## config.mk

```make
export PLATFORM = sky130hd
export DESIGN_NAME = keyword_command_screen_top_flat
export DESIGN_NICKNAME = d
export VERILOG_FILES = /design/src/design/kcs_pkg.sv /design/src/design/kcs_if.sv /design/src/design/keyword_command_screen_top.sv /design/src/design/kcs_cell.sv /design/src/design/kcs_verdict.sv /design/src/flat_wrapper.sv
export SDC_FILE = /design/constraint.sdc
export NUM_CORES = 1
export LEC_CHECK = 0
export BUFFER_PORTS_ARGS = -buffer_cell sky130_fd_sc_hd__buf_2
export CAP_MARGIN = 20
export CORE_UTILIZATION = 50
export CTS_BUF_LIST = sky130_fd_sc_hd__clkbuf_16
export CTS_CLUSTER_DIAMETER = 100
export CTS_CLUSTER_SIZE = 16
export DETAILED_ROUTE_END_ITERATION = 10
export HOLD_SLACK_MARGIN = 0.12
export PLACE_DENSITY = 0.65
export SLEW_MARGIN = 0
export SYNTH_ARGS = -nofsm -noshare
export SYNTH_HDL_FRONTEND = slang
export SYNTH_SLANG_ARGS = --single-unit
```

## constraint.sdc

```tcl
create_clock -name clk -period 7.4 [get_ports clk]
set_clock_uncertainty 0.15 [all_clocks]
set_input_delay 0.37 -clock clk [delete_from_list [all_inputs] [get_ports clk]]
set_output_delay 0.37 -clock clk [all_outputs]
set_load 0.01 [all_outputs]
```

## src/design/kcs_pkg.sv

```systemverilog
// ----------------------------------------------------------------------------
// kcs_pkg
// Shared constants, types and helper functions for the keyword command screen:
// keyword text, cell placement and control structs.
// ----------------------------------------------------------------------------
package kcs_pkg;

  localparam int COUNT_BITS = 32;
  localparam int TOTAL_W    = 32;
  localparam int CHAR_W     = 8;
  localparam int NUM_KEYS   = 6;
  localparam int NUM_CELLS  = 74;

  localparam int KEY_LEN [NUM_KEYS] = '{12, 4, 4, 32, 14, 8};

  // rate-cap command keyword
  localparam logic [CHAR_W*12-1:0] KW_RATE_CAP = {
    8'h6d, 8'h61, 8'h78, 8'h5f, 8'h74, 8'h68,
    8'h72, 8'h6f, 8'h74, 8'h74, 8'h6c, 8'h65
  };

  // all keywords back to back, first character at the top
  localparam logic [CHAR_W*NUM_CELLS-1:0] KEY_TEXT = {
    KW_RATE_CAP,
    "drop",
    "fuzz",
    "ignore all previous instructions",
    "system failure",
    "override"
  };

  localparam logic [CHAR_W-1:0] UPPER_A   = 8'h41;
  localparam logic [CHAR_W-1:0] UPPER_Z   = 8'h5a;
  localparam logic [CHAR_W-1:0] CASE_STEP = 8'h20;

  typedef logic [COUNT_BITS-1:0] count_t;
  typedef logic [TOTAL_W-1:0]    total_t;
  typedef logic [CHAR_W-1:0]     char_t;

  typedef struct packed {
    logic step;
    logic clear;
  } cell_ctrl_t;

  typedef struct packed {
    logic byte_valid;
    logic end_of_command;
    logic null_command;
  } req_flags_t;

  function automatic char_t fold_case(input char_t c);
    char_t r;
    r = c;
    if (c >= UPPER_A && c <= UPPER_Z) begin
      r = c + CASE_STEP;
    end
    return r;
  endfunction

  function automatic char_t key_char(input int j);
    return KEY_TEXT[CHAR_W*(NUM_CELLS-1-j) +: CHAR_W];
  endfunction

  function automatic logic is_first(input int j);
    int   base;
    logic r;
    base = 0;
    r    = 1'b0;
    for (int k = 0; k < NUM_KEYS; k++) begin
      if (j == base) r = 1'b1;
      base = base + KEY_LEN[k];
    end
    return r;
  endfunction

  function automatic logic [NUM_CELLS-1:0] last_mask();
    int                   base;
    logic [NUM_CELLS-1:0] m;
    base = 0;
    m    = '0;
    for (int k = 0; k < NUM_KEYS; k++) begin
      base = base + KEY_LEN[k];
      m[base-1] = 1'b1;
    end
    return m;
  endfunction

endpackage

```

## src/design/kcs_if.sv

```systemverilog
// ----------------------------------------------------------------------------
// kcs_if
// Valid/ready channels of the keyword command screen: command bytes in,
// verdicts out.
// ----------------------------------------------------------------------------
interface kcs_in_if;
  logic       valid;
  logic       ready;
  logic [7:0] char_byte;
  logic       byte_valid;
  logic       end_of_command;
  logic       null_command;

  modport source (output valid, output char_byte, output byte_valid,
                  output end_of_command, output null_command, input ready);
  modport sink   (input valid, input char_byte, input byte_valid,
                  input end_of_command, input null_command, output ready);
endinterface

interface kcs_out_if;
  logic        valid;
  logic        ready;
  logic        verdict;
  logic [31:0] blocked_total;

  modport source (output valid, output verdict, output blocked_total, input ready);
  modport sink   (input valid, input verdict, input blocked_total, output ready);
endinterface

```

## src/design/keyword_command_screen_top.sv

```systemverilog
// ----------------------------------------------------------------------------
// keyword_command_screen_top
// Screens command strings, one byte per request, for six fixed keywords,
// case-insensitive, anywhere in the command; one verdict per command.
//
//   channel  dir  handshake     payload
//   in_ch    in   valid/ready   char_byte, byte_valid, end_of_command,
//                               null_command
//   out_ch   out  valid/ready   verdict, blocked_total
//
// One request per cycle while in_ch.ready is high; a verdict is registered
// when its last byte is taken. The match state is a chain of 74 one-bit cells,
// one per keyword character, all updated together in the cycle a byte is taken.
// Reset is synchronous, active low; it clears the match state, the counter
// and the output stage. A stalled output holds one verdict in the output
// register and one in a skid entry; in_ch.ready drops only when both are full.
// ----------------------------------------------------------------------------
module keyword_command_screen_top
  import kcs_pkg::*;
(
  input  logic     clk,
  input  logic     rst_n,
  kcs_in_if.sink   in_ch,
  kcs_out_if.source out_ch
);

  localparam logic [NUM_CELLS-1:0] LAST_MASK = last_mask();

  logic                 acc;
  logic                 ready;
  char_t                ch;
  cell_ctrl_t           ctrl;
  req_flags_t           flags;
  logic [NUM_CELLS-1:0] match;
  logic [NUM_CELLS-1:0] prev;
  logic [NUM_CELLS-1:0] hit_v;
  logic                 hit;

  assign acc = in_ch.valid && ready;
  assign ch  = fold_case(in_ch.char_byte);

  assign flags.byte_valid     = in_ch.byte_valid;
  assign flags.end_of_command = in_ch.end_of_command;
  assign flags.null_command   = in_ch.null_command;

  // a verdict or an absent command wipes the partial matches
  assign ctrl.clear = acc && (in_ch.null_command || in_ch.end_of_command);
  assign ctrl.step  = acc && in_ch.byte_valid && !ctrl.clear;

  for (genvar j = 0; j < NUM_CELLS; j++) begin : g_cell
    if (j == 0) begin : g_head
      assign prev[j] = 1'b0;
    end else begin : g_link
      assign prev[j] = match[j-1];
    end

    kcs_cell u_cell (
      .clk    (clk),
      .rst_n  (rst_n),
      .ctrl   (ctrl),
      .ch     (ch),
      .key_ch (key_char(j)),
      .first  (is_first(j)),
      .prev   (prev[j]),
      .match  (match[j]),
      .hit    (hit_v[j])
    );
  end

  // full keyword matched on this byte
  assign hit = |(hit_v & LAST_MASK);

  kcs_verdict u_verdict (
    .clk      (clk),
    .rst_n    (rst_n),
    .acc      (acc),
    .flags    (flags),
    .hit      (hit),
    .in_ready (ready),
    .out_ch   (out_ch)
  );

  assign in_ch.ready = ready;

endmodule

```

## src/design/kcs_cell.sv

```systemverilog
// ----------------------------------------------------------------------------
// kcs_cell
// One shift-and match bit: holds whether the recent bytes equal a keyword
// prefix ending at this character, and passes it to the next cell.
// ----------------------------------------------------------------------------
module kcs_cell
  import kcs_pkg::*;
(
  input  logic       clk,
  input  logic       rst_n,
  input  cell_ctrl_t ctrl,
  input  char_t      ch,
  input  char_t      key_ch,
  input  logic       first,
  input  logic       prev,
  output logic       match,
  output logic       hit
);

  logic match_r;
  logic match_nxt;

  // first cell of a keyword always has an open prefix behind it
  assign hit = (first | prev) & (ch == key_ch);

  always_comb begin
    match_nxt = match_r;
    if (ctrl.clear) begin
      match_nxt = 1'b0;
    end else if (ctrl.step) begin
      match_nxt = hit;
    end
  end

  always_ff @(posedge clk) begin
    if (!rst_n) begin
      match_r <= 1'b0;
    end else begin
      match_r <= match_nxt;
    end
  end

  assign match = match_r;

endmodule

```

## src/design/kcs_verdict.sv

```systemverilog
// ----------------------------------------------------------------------------
// kcs_verdict
// Keeps the keyword-seen flag and the saturating blocked counter, forms one
// verdict per command and holds it in an output register with a skid entry.
// ----------------------------------------------------------------------------
module kcs_verdict
  import kcs_pkg::*;
(
  input  logic       clk,
  input  logic       rst_n,
  input  logic       acc,
  input  req_flags_t flags,
  input  logic       hit,
  output logic       in_ready,
  kcs_out_if.source  out_ch
);

  logic   seen_r, seen_nxt;
  count_t cnt_r, cnt_nxt;
  logic   out_v_r, out_v_nxt;
  logic   out_verdict_r, out_verdict_nxt;
  total_t out_total_r, out_total_nxt;
  logic   skid_v_r, skid_v_nxt;
  logic   skid_verdict_r, skid_verdict_nxt;
  total_t skid_total_r, skid_total_nxt;

  logic   produce;
  logic   seen_now;
  logic   res_verdict;
  total_t res_total;

  assign produce  = acc && (flags.null_command || flags.end_of_command);
  assign seen_now = seen_r | (flags.byte_valid & hit);
  assign in_ready = !skid_v_r;

  always_comb begin
    seen_nxt    = seen_r;
    cnt_nxt     = cnt_r;
    res_verdict = 1'b1;
    if (acc) begin
      priority if (flags.null_command) begin
        seen_nxt    = 1'b0;
        res_verdict = 1'b0;
      end else if (flags.end_of_command) begin
        seen_nxt    = 1'b0;
        res_verdict = !seen_now;
        if (seen_now && (cnt_r != '1)) begin
          cnt_nxt = cnt_r + 1'b1;
        end
      end else if (flags.byte_valid) begin
        seen_nxt = seen_now;
      end
    end
    res_total = TOTAL_W'(cnt_nxt);
  end

  // output register with one skid entry
  always_comb begin
    out_v_nxt        = out_v_r;
    out_verdict_nxt  = out_verdict_r;
    out_total_nxt    = out_total_r;
    skid_v_nxt       = skid_v_r;
    skid_verdict_nxt = skid_verdict_r;
    skid_total_nxt   = skid_total_r;
    if (!out_v_r || out_ch.ready) begin
      if (skid_v_r) begin
        out_v_nxt       = 1'b1;
        out_verdict_nxt = skid_verdict_r;
        out_total_nxt   = skid_total_r;
        skid_v_nxt      = 1'b0;
      end else begin
        out_v_nxt       = produce;
        out_verdict_nxt = res_verdict;
        out_total_nxt   = res_total;
      end
    end else if (produce) begin
      skid_v_nxt       = 1'b1;
      skid_verdict_nxt = res_verdict;
      skid_total_nxt   = res_total;
    end
  end

  always_ff @(posedge clk) begin
    if (!rst_n) begin
      seen_r   <= 1'b0;
      cnt_r    <= '0;
      out_v_r  <= 1'b0;
      skid_v_r <= 1'b0;
    end else begin
      seen_r   <= seen_nxt;
      cnt_r    <= cnt_nxt;
      out_v_r  <= out_v_nxt;
      skid_v_r <= skid_v_nxt;
    end
  end

  always_ff @(posedge clk) begin
    out_verdict_r  <= out_verdict_nxt;
    out_total_r    <= out_total_nxt;
    skid_verdict_r <= skid_verdict_nxt;
    skid_total_r   <= skid_total_nxt;
  end

  assign out_ch.valid         = out_v_r;
  assign out_ch.verdict       = out_verdict_r;
  assign out_ch.blocked_total = out_total_r;

endmodule

```

## src/flat_wrapper.sv

```systemverilog
// flat-port wrapper written by rule: the top's interface ports become plain ports
module keyword_command_screen_top_flat import kcs_pkg::*;
  (clk, rst_n, in_ch_valid, in_ch_char_byte, in_ch_byte_valid, in_ch_end_of_command, in_ch_null_command, in_ch_ready, out_ch_valid, out_ch_verdict, out_ch_blocked_total, out_ch_ready);
  kcs_in_if in_ch_i ();
  kcs_out_if out_ch_i ();
  input  logic clk;
  input  logic rst_n;
  input wire logic [$bits(in_ch_i.valid)-1:0] in_ch_valid;
  input wire logic [$bits(in_ch_i.char_byte)-1:0] in_ch_char_byte;
  input wire logic [$bits(in_ch_i.byte_valid)-1:0] in_ch_byte_valid;
  input wire logic [$bits(in_ch_i.end_of_command)-1:0] in_ch_end_of_command;
  input wire logic [$bits(in_ch_i.null_command)-1:0] in_ch_null_command;
  output wire logic [$bits(in_ch_i.ready)-1:0] in_ch_ready;
  output wire logic [$bits(out_ch_i.valid)-1:0] out_ch_valid;
  output wire logic [$bits(out_ch_i.verdict)-1:0] out_ch_verdict;
  output wire logic [$bits(out_ch_i.blocked_total)-1:0] out_ch_blocked_total;
  input wire logic [$bits(out_ch_i.ready)-1:0] out_ch_ready;
  assign in_ch_i.valid = in_ch_valid;
  assign in_ch_i.char_byte = in_ch_char_byte;
  assign in_ch_i.byte_valid = in_ch_byte_valid;
  assign in_ch_i.end_of_command = in_ch_end_of_command;
  assign in_ch_i.null_command = in_ch_null_command;
  assign in_ch_ready = in_ch_i.ready;
  assign out_ch_valid = out_ch_i.valid;
  assign out_ch_verdict = out_ch_i.verdict;
  assign out_ch_blocked_total = out_ch_i.blocked_total;
  assign out_ch_i.ready = out_ch_ready;
  keyword_command_screen_top u_core (.clk(clk), .rst_n(rst_n), .in_ch(in_ch_i), .out_ch(out_ch_i));
endmodule
```

# Word level (Yosys, flattened, before mapping)
# Index checks and enable logic that the tools add are counted.
# word_totals
ff_bits	169
latchBits	0
ramBits	0
mem_bits_ro	0
in_bits	15
output_inout_bits	35
mem_count	0
# op_classes
addsub	2
n_mul	0
div_mod_pow	0
order_cmp	2
n_eq_ne	24
shift	0
muxes	14
n_bitwise	72
reduce_logical	18
# ops
cell	count
8-bit by 7-bit == test with 1-bit output (second input constant)	22
32-bit two-way mux	5
1-bit bitwise AND	69
32-bit by 1-bit adder with 32-bit output (second input constant)	1
32-bit inequality test (second input constant)	1
8-bit by 6-bit adder with 8-bit output (second input constant)	1
8-bit by 6-bit == test with 1-bit output (second input constant)	1
8-bit by 7-bit >= comparator with 1-bit output (second input constant)	1
8-bit by 7-bit less-or-equal comparator with 1-bit output (second input constant)	1
1-bit two-way mux	8
8-bit two-way mux	1
1-bit logical AND	6
6-bit OR reduction	1
1-bit logical NOT	4
2-bit AND reduction	2
2-bit OR reduction	2
3-bit nonzero test	1
1-bit logical OR	2
1-bit inverter	2
1-bit OR	1

# Depth between registers and ports, before layout
# Gate-level depths: netlist of the first run.
# logic_depth
word_depth	14
mapped_depth	10

# By module
# Synthesis of the first run repeated with hierarchy kept, for this count alone.
# unflattened
hier_cells	1666
hier_area_um2	14785.4
# modules_own_cells
mod	n_inst	cells_per_inst	area_per_inst_um2	seq_area_each_um2
kcs_cell	74	17	140.1	20.0
kcs_verdict	1	388	4289.1	2682.6
keyword_command_screen_top	1	20	126.4	0.0

# Least setup slack after synthesis of the first run
# No wires, ideal clock.
# synth_path
path_kind	input to register
startpoint	input port out_ch_ready
endpoint	register u_core.u_verdict.skid_total_r[0], enable pin
setup_ns	0.423
arrival_time_ns	2.752
required_ns	6.827
path_slack_ns	4.075
path_stages	2
path_cell_list	nand2b_1 -> nor2_1
# synth_via
elab_chain_cells	3
# synth_rtl
item	line_no	text
from (decl)	flat_wrapper.sv:17	input wire logic [$bits(out_ch_i.ready)-1:0] out_ch_ready;
1-bit logical OR	kcs_verdict.sv:65	if (!out_v_r || out_ch.ready) begin
1-bit inverter (no line)	n/a	
2-bit AND reduction (no line)	n/a	
to (signal assigned)	kcs_verdict.sv:101	skid_total_r <= skid_total_nxt;
to (decl)	kcs_verdict.sv:25	total_t skid_total_r, skid_total_nxt;
# Every way passes these cells.
# A chain may end at the register's enable or synchronous reset.

# Worst setup path in the final report of the first run
# layout_path
startpoint	register u_core.u_verdict.skid_v_r
endpoint	register u_core.g_cell[28].u_cell.match_r
# layout_via
elab_chain_cells	5
# layout_rtl
item	line_no	text
from (decl)	kcs_verdict.sv:23	logic skid_v_r, skid_v_nxt;
from (signal assigned)	kcs_verdict.sv:93	skid_v_r <= skid_v_nxt;
1-bit logical NOT *	kcs_verdict.sv:34	assign in_ready = !skid_v_r;
1-bit logical AND *	keyword_command_screen_top.sv:39	assign acc = in_ch.valid && ready;
1-bit logical AND	keyword_command_screen_top.sv:47	assign ctrl.clear = acc && (in_ch.null_command || in_ch.end_of_command);
1-bit logical NOT	keyword_command_screen_top.sv:48	assign ctrl.step = acc && in_ch.byte_valid && !ctrl.clear;
1-bit logical AND	keyword_command_screen_top.sv:48	
to (signal assigned)	kcs_cell.sv:39	match_r <= match_nxt;
to (decl)	kcs_cell.sv:20	logic match_r;
# Every way passes the cells marked *; elsewhere a longest branch is shown, timed or not.

==> qor.csv, run 1 <==
metric,value,unit
arrival,3.54,ns
synth.top_cells.by_area,"dfxtp_1, edfxtp_1, nor2_1, a22oi_1, nand2_1",
ys_seq_area_frac,0.5854,
period_needed,3.328,ns
routed-wl-met3,592,um
ys.flop_type,dfxtp_1,
crit_fanout,56,
htree_levels,4,
postSynthAreaPerCell,10.10,sq um
synth-edff-count,66,
cts_setup_buffers,0,
dr_wl_met2,7.289,mm
comb_power_share,0.036,
clock_latency,0.42,ns
grt_first_pass_wirelength,24.98,mm
gp_congestion,0.8981,
num_rows,42,
ff2ff_path_depth,7,
yosysTopAreaCellShare,0.2985,
fmax,300.5,MHz
r2r-start,u_core.u_verdict.skid_v_r$_SDFFE_PP0P_,
p_switching,0.3921,mW
crit_path_start_kind,flip-flop,
slew_viol_final,0,
drc,0,
syn_nets,701,
dp_hpwl,9.589,mm
cts_root_buffer,clkbuf_16,
grtUsageTotal,0.2247,
async_flop_share,0,
drive_above_1_share,0.1322,
cp.buffers_inverters,1,
portBuffers,49,
grt-ovfl-total,0,
switching_share,0.2090,
rsz0062_at_grt,no,
critPathKind,reg2reg,
yosysUniqueCellTypes,49,
pwr-share-clk,0.440,
clkTransAtPathRegs,0.06,ns
via_per_inst,5.789,
antenna_found_initial,0,
netlist_instances,684,
status,completed,
diodes,0,
io_pins,50,
cp.required,7.61,ns
period_share,0.4497,
slew-limit-headroom,0.3097,
finalHoldViolations,0,
yosys.area.top_type,dfxtp_1,
drt_iter0_markers,456,
p_int,1.484,mW
final_nets,738,
crit_end,u_core.g_cell[28].u_cell.match$_SDFFE_PP0P_,
syn_to_final_growth,13.33,%
core-area,13350,sq um
peakVddDrop,0.1522,mV
final_cell_area,7829,sq um
worstMarginPinSlew,1.035,ns
start_util,0.5175,
routed.top_layer,met4,
cts_max_path_buffers,2,
grt_pass1_vias,5017,
fillers,1163,
synthesis.area,6908,sq um
post_drt_wl_per_cell,16.32,um
crit_path_start,u_core.u_verdict.skid_v_r$_SDFFE_PP0P_,
ys_ff_latch,169,
worstReg2RegEnd,u_core.g_cell[28].u_cell.match$_SDFFE_PP0P_,
routed_wirelength,14.85,mm
crit_cells,7,
cpPeakStageDelay,0.84,ns
cts_made_buffers,17,
wl_met1,6.475,mm
multi_input_area,2666,sq um
synth-warning-count,0,
die_height,119.5,um
ant_nets,0,
max_cap_violations,0,
vias,5268,
seq_area,4044,sq um
p_seq_frac,0.524,
cts_tree,done,
post_dp_cell_area,7236,sq um
die_area,14290,sq um
grt_max_degree,64,
post_cts_resized,0,
die_width,119.5,um
tns,0,ns
hold_path_class,in2reg,
p_per_area,239.7,nW/um^2
hold_path_startpoint,in_ch_byte_valid,
p_total,1.877,mW
holdBufCountCts,1,
rrSetupSlack,4.07,ns
critPathSlowestCell,nor4_1,
end_kind,flip-flop,
ys_top_cells_by_count,"dfxtp_1, nor2_1, edfxtp_1",
first_pass_iters,5,
post-synth-top-count-cell,dfxtp_1,
setup_viol_count_final,0,
critPathTopFamily,simple AND/OR/NAND/NOR gates,
crit_top_cell,nor4_1,
leakagePower,2.841,nW
cts_num_sinks,169,
path_cells,nor2b_1 -> nand3_2 -> buf_4 -> nor4_1 -> nand3_1 -> nor4_1 -> a22o_1,
==> worst reg2reg max path, stage by stage (launching register included) <==
cell	delay, ns
dfxtp_1	0.35
nor2b_1	0.39
nand3_2	0.11
buf_4	0.32
nor4_1	0.84
nand3_1	0.21
nor4_1	0.67
a22o_1	0.23
==> logic make-up (layout without fill, tap and decap cells) <==
family	Yosys count	count (layout)	share of synthesized area
XOR/XNOR	1	1	0.001268
AO/OA/AOI/OAI	177	177	0.1670
adder cells (fa/ha/maj)	2	2	0.003622
flip-flops	169	169	0.5854
multiplexers	1	1	0.001630
AND/OR/NAND/NOR	288	288	0.2110
buffers and inverters	46	96	0.03007
==> state kept, by name (all words and copies together), names as in the netlist, 32 cells and up <==
name	cells
u_core.g_cell.u_cell.match	68
u_core.u_verdict.cnt_r	32
u_core.u_verdict.out_ch.blocked_total	32
u_core.u_verdict.skid_total_r	32
==> cell type report <==
cell class                      count  share of cell area
Multi-Input combinational cell    469              0.3406
Clock inverter                     15             0.01566
Clock buffer                       17             0.05434
Tap cell                          176             0.02813
Inverter                            8            0.003836
Timing Repair Buffer               56             0.04091
Sequential cell                   169              0.5165
==> per-stage QoR <==
stage / instances / utilization / hold WS [ns] / worst slack (ns)
5_1_grt: 910 / 0.5865 / 0.1644 / 3.814
2_1_floorplan: 684 / - / 0.2782 / 4.075
6_report: 910 / 0.5865 / 0.1473 / 4.072
3_3_place_gp: 875 / 0.5421 / 0.2888 / 4.001
4_1_cts: 908 / 0.5839 / 0.1386 / 4.075
3_5_place_dp: 875 / 0.5421 / 0.2969 / 3.999
==> per-layer routing <==
metal,GRT usage,vias to the layer above
li1,-,2632
met1,0.2755,2465
met2,0.3725,139
met3,0.04278,32
met4,0.1250,0
met5,0,-
==> power groups by stage <==
stage	clock network [mW]	logic, mW	registers (mW)
final	0.826	0.0678	0.983
after global routing	0.880	0.0749	0.984
after CTS	0.839	0.0664	0.983
after detailed placement	0	0.0659	1.00
after global placement	0	0.0655	1.00
after floorplan	0	0.0343	1.01
==> worst min path at each step <==
| stage | end | slack (ns) | cells past startpoint |
|---|---|---|---|
| floorplan | u_core.g_cell[72].u_cell.match$_SDFFE_PP0P_ | 0.28 | 2 |
| global placement | u_core.g_cell[72].u_cell.match$_SDFFE_PP0P_ | 0.29 | 2 |
| detailed placement | u_core.g_cell[16].u_cell.match$_SDFFE_PP0P_ | 0.30 | 2 |
| CTS | u_core.u_verdict.seen_r$_SDFFE_PN0P_ | 0.14 | 3 |
| global route | u_core.u_verdict.seen_r$_SDFFE_PN0P_ | 0.16 | 3 |
| finish | u_core.u_verdict.seen_r$_SDFFE_PN0P_ | 0.15 | 3 |
==> cell usage in the layout, fill, tap and decap left out, types with 11 or more instances in the layout <==
master / instances
nor2_1: 95
or4_4: 12
o31ai_1: 11
nand2_1: 63
inv_1: 13
a22oi_1: 36
or3_1: 27
a31oi_1: 32
dfxtp_1: 103
buf_2: 49
nand3_1: 20
nand4_1: 14
clkbuf_16: 17
a21oi_1: 45
edfxtp_1: 66
o21ai_0: 22
a22o_1: 17
(Power assumes the default switching activity.)
==> run 2, diff against run 1 <==
--- a/config.mk
+++ b/config.mk
@@ -5,6 +5,7 @@
 export SDC_FILE = /design/constraint.sdc
 export NUM_CORES = 1
 export LEC_CHECK = 0
+export ABC_AREA = 1
 export BUFFER_PORTS_ARGS = -buffer_cell sky130_fd_sc_hd__buf_2
 export CAP_MARGIN = 20
 export CORE_UTILIZATION = 50
==> constraint.sdc (replaced) <==
create_clock -name clk -period 3.3 [get_ports clk]
set_clock_uncertainty 0.15 [all_clocks]
set_input_delay 0.165 -clock clk [delete_from_list [all_inputs] [get_ports clk]]
set_output_delay 0.165 -clock clk [all_outputs]
set_load 0.01 [all_outputs]
==> run 2 against run 1 <==
Compared with the run above: cell area increased by 8.7%; non-clock buffer count increased by 24; fmax increased by 21%; global-route usage increased by 0.74 points; clock power increased by 140%; power increased by 130%; synthesized area increased by 5.9%; register-to-register slack got worse by 3.5 ns; sequential power increased by 120%; critical path type unchanged; largest power group unchanged.
==> qor.csv, run 2 <==
metric,value,unit
status,completed,
critPathKind,reg2reg,
ant_nets,0,
async_flop_share,0,
crit_path_start_kind,flip-flop,
post_drt_wl_per_cell,14.20,um
crit_fanout,10,
antenna_found_initial,0,
period_needed,2.760,ns
cts_made_buffers,17,
rsz0062_at_grt,no,
synth_compound_area_frac,0.07847,
die_width,123.0,um
tns,0,ns
critPathSlowestCell,dfxtp_1,
final_cell_area,8509,sq um
cts_num_sinks,169,
synthAdderAreaFrac,0.003419,
fmax,362.3,MHz
grt_pass1_vias,5564,
ys_ff_latch,169,
gp_congestion,0.9035,
synth-edff-count,66,
synthesis.area,7318,sq um
syn_to_final_growth,16.28,%
clkTransAtPathRegs,0.06,ns
cts_root_buffer,clkbuf_16,
finalCoreUtilization,0.6037,
yosysUniqueCellTypes,34,
worstMarginPinSlew,0.7316,ns
synth-warning-count,0,
crit_cells,15,
final_cell_mix,"nand2_1, dfxtp_1, inv_1",
max_cap_violations,0,
grt-ovfl-total,0,
core-area,14100,sq um
final_nets,979,
crit_path_start,u_core.u_verdict.cnt_r[1]$_SDFF_PN0_,
path_cells,ha_1 -> nand2_1 -> nor2_2 -> nand3_2 -> nor3_4 -> nand3_1 -> nor2_1 -> nand2_1 -> nand3_4 -> nor2_1 -> and3_1 -> nand2_1 -> nand2_1 -> nand2_1 -> o21ai_1,
clock_latency,0.43,ns
cts_setup_buffers,0,
grtUsageTotal,0.2321,
yosysTopAreaCellShare,0.2818,
finalHoldViolations,0,
cp.required,3.32,ns
leakagePower,3.475,nW
dp_hpwl,11.05,mm
start_util,0.5192,
drt_iter0_markers,376,
p_total,4.355,mW
portBuffers,49,
setup_viol_count_final,0,
slew_viol_final,0,
largest_reg_flops,68,
syn_nets,916,
post-synth-top-count-cell,nand2_1,
layout_setup_ws,0.5401,ns
die_area,15120,sq um
drc,0,
die_height,123.0,um
crit_end,u_core.u_verdict.out_ch.blocked_total[25]$_DFFE_PP_,
cpPeakStageDelay,0.36,ns
num_rows,43,
hold_path_class,in2reg,
crit_top_cell,nand2_1,
yosys.area.top_type,dfxtp_1,
diodes,0,
p_per_area,511.8,nW/um^2
period_share,0.8363,
netlist_instances,899,
via_per_inst,5.213,
rrSetupSlack,0.54,ns
worstReg2RegEnd,u_core.u_verdict.out_ch.blocked_total[25]$_DFFE_PP_,
cp.buffers_inverters,0,
ff2ff_path_depth,15,
pre_cts_ws,0.5559,ns
grt_first_pass_wirelength,26.91,mm
synth-xor-area-share,0,
htree_levels,4,
arrival,2.78,ns
hold_path_startpoint,in_ch_end_of_command,
drive_above_1_share,0.1179,
postSynthAreaPerCell,8.140,sq um
ys.flop_type,dfxtp_1,
ys_top_cells_by_count,"nand2_1, dfxtp_1, inv_1",
ys_seq_area_frac,0.5526,
first_pass_iters,8,
layout_commonest_cell,nand2_1,
post_dp_cell_area,7761,sq um
yosys.area_share.simple,0.2953,
end_kind,flip-flop,
routed_wirelength,16.40,mm
peakVddDrop,0.3335,mV
io_pins,50,
cts_max_path_buffers,2,
r2r-start,u_core.u_verdict.cnt_r[1]$_SDFF_PN0_,
vias,6021,
synth_mux_area_frac,0,
critPathTopFamily,simple AND/OR/NAND/NOR gates,
grt_max_degree,53,
cts_tree,done,
synth.top_cells.by_area,"dfxtp_1, edfxtp_1, nand2_1, a21oi_1, nand3_1",
slew-limit-headroom,0.5085,
synth_top_family_by_area,simple AND/OR/NAND/NOR gates,
## run 2: worst min-delay path by stage
stage | slack [ns] | end | depth (start not counted)
after floorplan | 0.17 | u_core.u_verdict.skid_v_r$_SDFFE_PP0P_ | 2
after global placement | 0.29 | u_core.g_cell[13].u_cell.match$_SDFFE_PP0P_ | 2
after detailed placement | 0.30 | u_core.g_cell[37].u_cell.match$_SDFFE_PP0P_ | 2
after CTS | 0.13 | u_core.u_verdict.cnt_r[7]$_SDFF_PN0_ | 4
after global routing | 0.19 | u_core.u_verdict.cnt_r[10]$_SDFF_PN0_ | 4
final | 0.14 | u_core.u_verdict.cnt_r[7]$_SDFF_PN0_ | 4
## run 2: cells by family after synthesis
| group | count (synthesis) |
|---|---|
| AO/OA/AOI/OAI | 112 |
| adder cells (fa/ha/maj) | 2 |
| buffers and inverters | 123 |
| flip-flops | 169 |
| AND/OR/NAND/NOR | 493 |
## run 2: report_power, final
| group | total [mW] | switching (mW) | internal, mW | leakage, nW |
|---|---|---|---|---|
| registers | 2.21 | 0.0109 | 2.20 | 1.50 |
| clock network | 1.95 | 0.794 | 1.15 | 0.310 |
| logic | 0.198 | 0.139 | 0.0593 | 1.66 |
| total | 4.36 | 0.944 | 3.41 | 3.48 |
## run 2: layer usage
layer,up-vias,share of wire,track usage
met5,-,0,0
met4,0,0.023,0.1017
met3,29,0.041,0.04935
met2,126,0.49,0.3866
met1,2752,0.45,0.2902
li1,3114,-,-
## run 2: what timing repair did
action / CTS / global route
resized for setup: 0 / 5
hold endpoints to repair: 25 / 0
setup endpoints to repair: 0 / 1
hold buffers: 16 / 0
## run 2: final cells by class
cell class,instances,area (sq um)
Timing Repair Buffer,80,540.5
Multi-Input combinational cell,607,2793
Clock buffer,20,500.5
Inverter,87,326.6
Tap cell,180,225.2
Clock inverter,12,80.08
Fill cell,1281,5587
Sequential cell,169,4044
## run 2: worst reg2reg max path: stages, from the launching register on
cell and delay (ns):
dfxtp_1 0.36, ha_1 0.20, nand2_1 0.07, nor2_2 0.14, nand3_2 0.16, nor3_4 0.24
nand3_1 0.14, nor2_1 0.14, nand2_1 0.14, nand3_4 0.16, nor2_1 0.12, and3_1 0.17
nand2_1 0.06, nand2_1 0.05, nand2_1 0.11, o21ai_1 0.07
## run 2: stage by stage
step | hold slack [ns] | instances
final | 0.1399 | 1155
after global routing | 0.1875 | 1155
after CTS | 0.1328 | 1156
after detailed placement | 0.3016 | 1108
after global placement | 0.2949 | 1108
after floorplan | 0.1739 | 899
